`config.mk`:
```
export PLATFORM = sky130hd
export DESIGN_NAME = ps2_mouse_cursor_tracker_top
export DESIGN_NICKNAME = d
export VERILOG_FILES = /design/src/rtl/core/ps2mct_pkg.sv /design/src/rtl/core/ps2_mouse_cursor_tracker_top.sv
export SDC_FILE = /design/constraint.sdc
export NUM_CORES = 1
export LEC_CHECK = 0
export CORE_MARGIN = 1.5
export CORE_UTILIZATION = 45
export CTS_BUF_LIST = sky130_fd_sc_hd__clkbuf_4 sky130_fd_sc_hd__clkbuf_8
export CTS_CLUSTER_SIZE = 16
export DETAILED_ROUTE_END_ITERATION = 10
export DONT_BUFFER_PORTS = 1
export SLEW_MARGIN = 30
export SYNTH_ARGS = -nofsm -noshare
export SYNTH_HDL_FRONTEND = slang
export SYNTH_SLANG_ARGS = --single-unit
```
`constraint.sdc`:
```
create_clock -name clock -period 10.3 [get_ports clock]
set_input_delay 1.03 -clock clock [delete_from_list [all_inputs] [get_ports clock]]
set_output_delay 1.03 -clock clock [all_outputs]
set_load 0.02 [all_outputs]
```
`src/rtl/core/ps2mct_pkg.sv`:
```
package ps2mct_pkg;

   localparam int unsigned POS_WIDTH  = 12;
   localparam int unsigned BYTE_WIDTH = 8;
   localparam int unsigned MAG_WIDTH  = 9;   // 0..256
   localparam int unsigned CSR_INDEX_WIDTH = 1;

   localparam logic [POS_WIDTH-1:0] MAX_X_RESET = 12'd1024;
   localparam logic [POS_WIDTH-1:0] MAX_Y_RESET = 12'd768;

   localparam logic [CSR_INDEX_WIDTH-1:0] CSR_MAX_X = 1'd0;
   localparam logic [CSR_INDEX_WIDTH-1:0] CSR_MAX_Y = 1'd1;

   // status byte bit positions
   localparam int unsigned ST_LEFT  = 0;
   localparam int unsigned ST_RIGHT = 1;
   localparam int unsigned ST_XSIGN = 4;
   localparam int unsigned ST_YSIGN = 5;

   typedef enum logic [1:0] {
      BTN_UP    = 2'd0,
      BTN_CLICK = 2'd1,
      BTN_DOWN  = 2'd2
   } button_state_type;

   typedef logic [POS_WIDTH-1:0] pos_type;

   function automatic button_state_type button_next(button_state_type cur, logic pressed);
      button_state_type nxt;
      nxt = cur;
      if (!pressed) begin
         nxt = BTN_UP;
      end else begin
         unique case (cur)
            BTN_UP:    nxt = BTN_CLICK;
            BTN_CLICK: nxt = BTN_DOWN;
            default:   nxt = cur;
         endcase
      end
      return nxt;
   endfunction

   // magnitude of a movement byte: 256 - byte when the sign is set
   function automatic logic [MAG_WIDTH-1:0] move_mag(logic [BYTE_WIDTH-1:0] b, logic neg);
      logic [MAG_WIDTH-1:0] m;
      m = {1'b0, b};
      if (neg) begin
         m = 9'd256 - {1'b0, b};
      end
      return m;
   endfunction

   function automatic pos_type move_toward_zero(pos_type pos, logic [MAG_WIDTH-1:0] mag);
      logic [POS_WIDTH-1:0] mag_ext;
      pos_type r;
      mag_ext = {{(POS_WIDTH-MAG_WIDTH){1'b0}}, mag};
      r = (mag_ext >= pos) ? '0 : pos - mag_ext;
      return r;
   endfunction

   function automatic pos_type move_away(pos_type pos, logic [MAG_WIDTH-1:0] mag, pos_type lim);
      logic [POS_WIDTH:0] s;
      pos_type r;
      s = {1'b0, pos} + {{(POS_WIDTH+1-MAG_WIDTH){1'b0}}, mag};
      r = (s > {1'b0, lim}) ? lim : s[POS_WIDTH-1:0];
      return r;
   endfunction

endpackage

```
`src/rtl/core/ps2_mouse_cursor_tracker_top.sv`:
```
// PS/2 mouse cursor tracker.
// Request channel (req_*): one assembled three-byte mouse packet per beat
// (status, X movement, Y movement), valid/stall handshake.
// Response channel (rsp_*): one beat per packet carrying the cursor X/Y after
// that packet and the left/right button states (0 up, 1 click, 2 down).
// Response valid rises in the cycle after a request beat is taken; one packet
// per cycle is sustained unless the receiver stalls, set by the single update
// stage feeding the output register. Cursor and button state update as the
// request beat is taken. When the receiver stalls, the response register holds
// its beat and req_stall rises only while that beat is held; a new request is
// taken in the same cycle the held beat drains.
// Configuration: csr_write_en with csr_index 0 (max X) or 1 (max Y) and
// csr_wdata; write only while idle.
// Reset (synchronous, active high) puts the cursor at 0,0, both buttons up,
// limits to 1024 x 768, and empties the response register.
module ps2_mouse_cursor_tracker_top (
   input  logic                                 clock,
   input  logic                                 reset,
   input  logic                                 req_valid,
   output logic                                 req_stall,
   input  logic [ps2mct_pkg::BYTE_WIDTH-1:0]    req_status_byte,
   input  logic [ps2mct_pkg::BYTE_WIDTH-1:0]    req_dx_byte,
   input  logic [ps2mct_pkg::BYTE_WIDTH-1:0]    req_dy_byte,
   output logic                                 rsp_valid,
   input  logic                                 rsp_stall,
   output logic [ps2mct_pkg::POS_WIDTH-1:0]     rsp_pos_x,
   output logic [ps2mct_pkg::POS_WIDTH-1:0]     rsp_pos_y,
   output logic [1:0]                           rsp_left_state,
   output logic [1:0]                           rsp_right_state,
   input  logic                                 csr_write_en,
   input  logic [ps2mct_pkg::CSR_INDEX_WIDTH-1:0] csr_index,
   input  logic [ps2mct_pkg::POS_WIDTH-1:0]     csr_wdata
);
   import ps2mct_pkg::*;

   pos_type          max_x_ff, max_x_in;
   pos_type          max_y_ff, max_y_in;
   pos_type          cur_x_ff, cur_x_in;
   pos_type          cur_y_ff, cur_y_in;
   button_state_type left_ff, left_in;
   button_state_type right_ff, right_in;
   logic             rsp_valid_ff, rsp_valid_in;

   logic                 accept;
   logic                 xneg, yneg;
   logic [MAG_WIDTH-1:0] mag_x, mag_y;

   assign req_stall = rsp_valid_ff && rsp_stall;
   assign accept    = req_valid && !req_stall;

   assign xneg  = req_status_byte[ST_XSIGN];
   assign yneg  = req_status_byte[ST_YSIGN];
   assign mag_x = move_mag(req_dx_byte, xneg);
   assign mag_y = move_mag(req_dy_byte, yneg);

   always_comb begin
      max_x_in = max_x_ff;
      max_y_in = max_y_ff;
      if (csr_write_en) begin
         unique case (csr_index)
            CSR_MAX_X: max_x_in = csr_wdata;
            CSR_MAX_Y: max_y_in = csr_wdata;
            default:   ;
         endcase
      end
   end

   always_comb begin
      cur_x_in     = cur_x_ff;
      cur_y_in     = cur_y_ff;
      left_in      = left_ff;
      right_in     = right_ff;
      rsp_valid_in = rsp_valid_ff && rsp_stall;
      if (accept) begin
         cur_x_in     = xneg ? move_toward_zero(cur_x_ff, mag_x)
                             : move_away(cur_x_ff, mag_x, max_x_ff);
         // Y grows downward: a negative move goes away from zero
         cur_y_in     = yneg ? move_away(cur_y_ff, mag_y, max_y_ff)
                             : move_toward_zero(cur_y_ff, mag_y);
         left_in      = button_next(left_ff, req_status_byte[ST_LEFT]);
         right_in     = button_next(right_ff, req_status_byte[ST_RIGHT]);
         rsp_valid_in = 1'b1;
      end
   end

   always_ff @(posedge clock) begin
      if (reset) begin
         max_x_ff     <= MAX_X_RESET;
         max_y_ff     <= MAX_Y_RESET;
         cur_x_ff     <= '0;
         cur_y_ff     <= '0;
         left_ff      <= BTN_UP;
         right_ff     <= BTN_UP;
         rsp_valid_ff <= 1'b0;
      end else begin
         max_x_ff     <= max_x_in;
         max_y_ff     <= max_y_in;
         cur_x_ff     <= cur_x_in;
         cur_y_ff     <= cur_y_in;
         left_ff      <= left_in;
         right_ff     <= right_in;
         rsp_valid_ff <= rsp_valid_in;
      end
   end

   // state registers double as the response payload
   assign rsp_valid       = rsp_valid_ff;
   assign rsp_pos_x       = cur_x_ff;
   assign rsp_pos_y       = cur_y_ff;
   assign rsp_left_state  = left_ff;
   assign rsp_right_state = right_ff;

endmodule

```
==> flow_metrics.tcl <==
set metrics [dict create \
    outcome "finished, final reports clean" \
    yosys_most_used_dff "dfxtp_1" \
    worst-path-stages 18 \
    cp_cell_sequence "inv_1, ha_1, nand2b_1, or4_1, or4_1, ha_1, nand2b_1, a211oi_1, o21ai_0, xnor2_1, ha_1, nand3_1, nand2_1, nor3_1, a21o_1, nand2_1, o211a_1, o21a_1" \
    worstSkewPairLatency_ns 0.33 \
    setup_viol 0 \
    dpl.hpwl_um 11500 \
    synthesis.area_um2 5410 \
    placed_area_um2 5440 \
    track_usage 0.232 \
    peakVddDrop_mv 0.0985 \
    antenna_left 0 \
    synth_edf_count 0 \
    final_cells 852 \
    routedWlPerCell_um 17.0 \
    cts_resized 0 \
    grt_start_max_net_pins 56 \
    path_buf_inv 1 \
    final_net_count 822 \
    async_flop_share 0 \
    period_share 0.509 \
    hold_viol 0 \
    drt_iter0_markers 221 \
    critical_path.endpoint_type "flop" \
    setup.worst_path.start_class "primary input" \
    avgSynthCellArea_um2 7.37 \
    final_area_um2 5540 \
    p_leak_nw 2.36 \
    crit_path_frequent_cell "ha_1" \
    via_per_inst 5.89 \
    drcViolationCount 0 \
    reg2reg_depth 16 \
    synth_fp_nets 848 \
    fmax_ghz 0.191 \
    fin_crit_ns 5.24 \
    slew_headroom 0.520 \
    vias 5020 \
    drv_cap 0 \
    synthCells 734 \
    cts_made_buffers 5 \
    cpLargestDelayFamily "simple AND/OR/NAND/NOR gates" \
    fp.dieW_um 113 \
    hold_class "flop to flop" \
    dr.pass1.iters 5 \
    dieArea_um2 12700 \
    criticalPathCategory "primary input to flop" \
    clk_pin_slew_ns 0.11 \
    cts.sinks 53 \
    drv_slew 0 \
    antenna_found_initial 0 \
    area_growth_pct 2.41 \
    overflow 0 \
    cts_tree "built" \
    reg2reg_to "rsp_pos_y[8]" \
    power_mw 0.997 \
    numPortBuffers 0 \
    gp_congestion 0.872 \
    dieHeight_um 113 \
    cts_hold_buf 0 \
    dp_cells 844 \
    rsz0062_at_grt "no" \
    start_util 0.468 \
    power.density_nw_per_um2 180 \
    skew_ns 0.00529 \
    wl_um 14500 \
    design.core.area_um2 11600 \
    grt_pass1_vias 4887 \
    antenna_cells 0 \
    r2r-start "rsp_pos_y[0]" \
    fillers 1165 \
    ys_ff_latch 53 \
    crit_start "req_dy_byte[1]" \
    regToRegSetupSlack_ns 6.13 \
    cp_slowest_cell "or4_1" \
    critPathRequiredTime_ns 10.54 \
    cts_max_level 2 \
    ys_warn_count 0 \
    cp_data_arrival_time_ns 5.48 \
    ys_seq_area_frac 0.196 \
    grt_pass1_wl_um 23600 \
    ys_types 64 \
    cts_setup_buffers 0 \
    critPathCapture "rsp_pos_y[8]" \
    rows 39 \
    finalSetupTns_ns 0 \
    slowest_delay_ns 0.48 \
    tightest_slew_ns 0.719 \
    drive_above_1_share 0.0296 \
    cts-root-buf "clkbuf_8" \
    clk_path_buf_depth 2 \
    cp_max_fo 12 \
    io_pins 72 \
]
[cell families after synthesis]
kind of cell / count (synthesis) / synth area share
xor gates and xnor gates: 44 / 0.0726
and+or+nand+nor: 249 / 0.220
AOI/OAI and AO/OA: 215 / 0.261
adders and majority gates: 72 / 0.172
DFF: 53 / 0.196
buffers and inverters: 100 / 0.0754
muxes: 1 / 0.00185
[layout by cell type, fill, tap and decap left out, types with 5 or more instances in the layout]
master	n
a211oi_1	22
a21o_1	21
a21oi_1	54
a31oi_1	9
clkbuf_8	6
dfxtp_1	53
ha_1	68
inv_1	65
nand2_1	77
nand2b_1	13
nand3_1	28
nor2_1	63
nor2b_1	8
nor3_1	18
nor4_1	7
o21a_1	10
o21ai_0	45
o21bai_1	6
o31ai_1	10
or4_1	8
xnor2_1	38
xor2_1	5
[power breakdown]
| part | total [mW] | internal (mW) | leakage [nW] | switching [mW] |
|---|---|---|---|---|
| Combinational | 0.567 | 0.232 | 1.87 | 0.334 |
| Clock | 0.137 | 0.0561 | 0.0518 | 0.0814 |
| Sequential | 0.293 | 0.229 | 0.436 | 0.0642 |
[synthesized netlist by cell type, types with 8 or more instances]
library cell,instances,share of area
nand2_1,77,0.053
ha_1,68,0.16
inv_1,65,0.045
nor2_1,63,0.044
a21oi_1,54,0.050
dfxtp_1,53,0.20
o21ai_0,45,0.042
xnor2_1,38,0.062
nand3_1,28,0.026
a211oi_1,22,0.031
a21o_1,21,0.029
clkbuf_1,20,0.014
nor3_1,18,0.017
nand2b_1,13,0.015
o21a_1,10,0.014
o31ai_1,10,0.014
a31oi_1,9,0.010
buf_2,8,0.0074
nor2b_1,8,0.0093
or4_1,8,0.011
[flip-flops by register name (all words and copies together), names as in the netlist]
name / flops
rsp_right_state: 2
rsp_valid: 1
rsp_pos_y: 12
rsp_pos_x: 12
max_y_ff: 12
rsp_left_state: 2
max_x_ff: 12
[routing by layer]
layer | global-route usage | vias up | part of all wire | wire length, um
li1 | - | 2526 | - | -
met1 | 0.255 | 2380 | 0.41 | 5900
met2 | 0.448 | 96 | 0.53 | 7660
met3 | 0.0486 | 18 | 0.046 | 666
met4 | 0.0650 | 0 | 0.018 | 256
met5 | 0 | - | 0 | 0
[worst min path at each step]
stage	slack [ns]	cells after the start	to	startpoint
4_1_cts	0.46	2	max_x_ff[1]	max_x_ff[1]
2_1_floorplan	0.44	2	max_x_ff[1]	max_x_ff[1]
3_5_place_dp	0.44	2	max_y_ff[11]	max_y_ff[11]
6_report	0.46	2	max_y_ff[10]	max_y_ff[10]
3_3_place_gp	0.44	2	max_y_ff[11]	max_y_ff[11]
5_1_grt	0.49	2	max_x_ff[1]	max_x_ff[1]
[cell type report]
| class | count | area [um^2] | area share |
|---|---|---|---|
| tap | 143 | 179 | 0.0323 |
| sequential | 53 | 1060 | 0.192 |
| multi-input combinational | 581 | 3940 | 0.711 |
| timing repair buffer | 2 | 15.0 | 0.00271 |
| clock buffer | 6 | 82.6 | 0.0149 |
| clock inverter | 2 | 17.5 | 0.00316 |
| inverter | 65 | 244 | 0.0440 |
[worst register-to-register path: stages (launching register included)]
cell and delay [ns]:
dfxtp_1 0.49, ha_1 0.25, inv_1 0.06, fa_1 0.41
nor2b_1 0.21, o31ai_1 0.13, a211oi_1 0.36, o21ai_0 0.16
xnor2_1 0.25, ha_1 0.28, nand3_1 0.09, nand2_1 0.07
nor3_1 0.25, a21o_1 0.36, nand2_1 0.18, o211a_1 0.32
o21a_1 0.19
[through the flow]
| step | hold WS, ns | util | setup slack [ns] |
|---|---|---|---|
| global route | 0.486 | 0.479 | 4.69 |
| finish | 0.456 | 0.479 | 5.06 |
| floorplan | 0.436 | - | 5.32 |
| CTS | 0.459 | 0.479 | 5.08 |
| global placement | 0.440 | 0.470 | 4.84 |
| detailed placement | 0.443 | 0.470 | 4.72 |
Power figures use the tool's default switching activity.
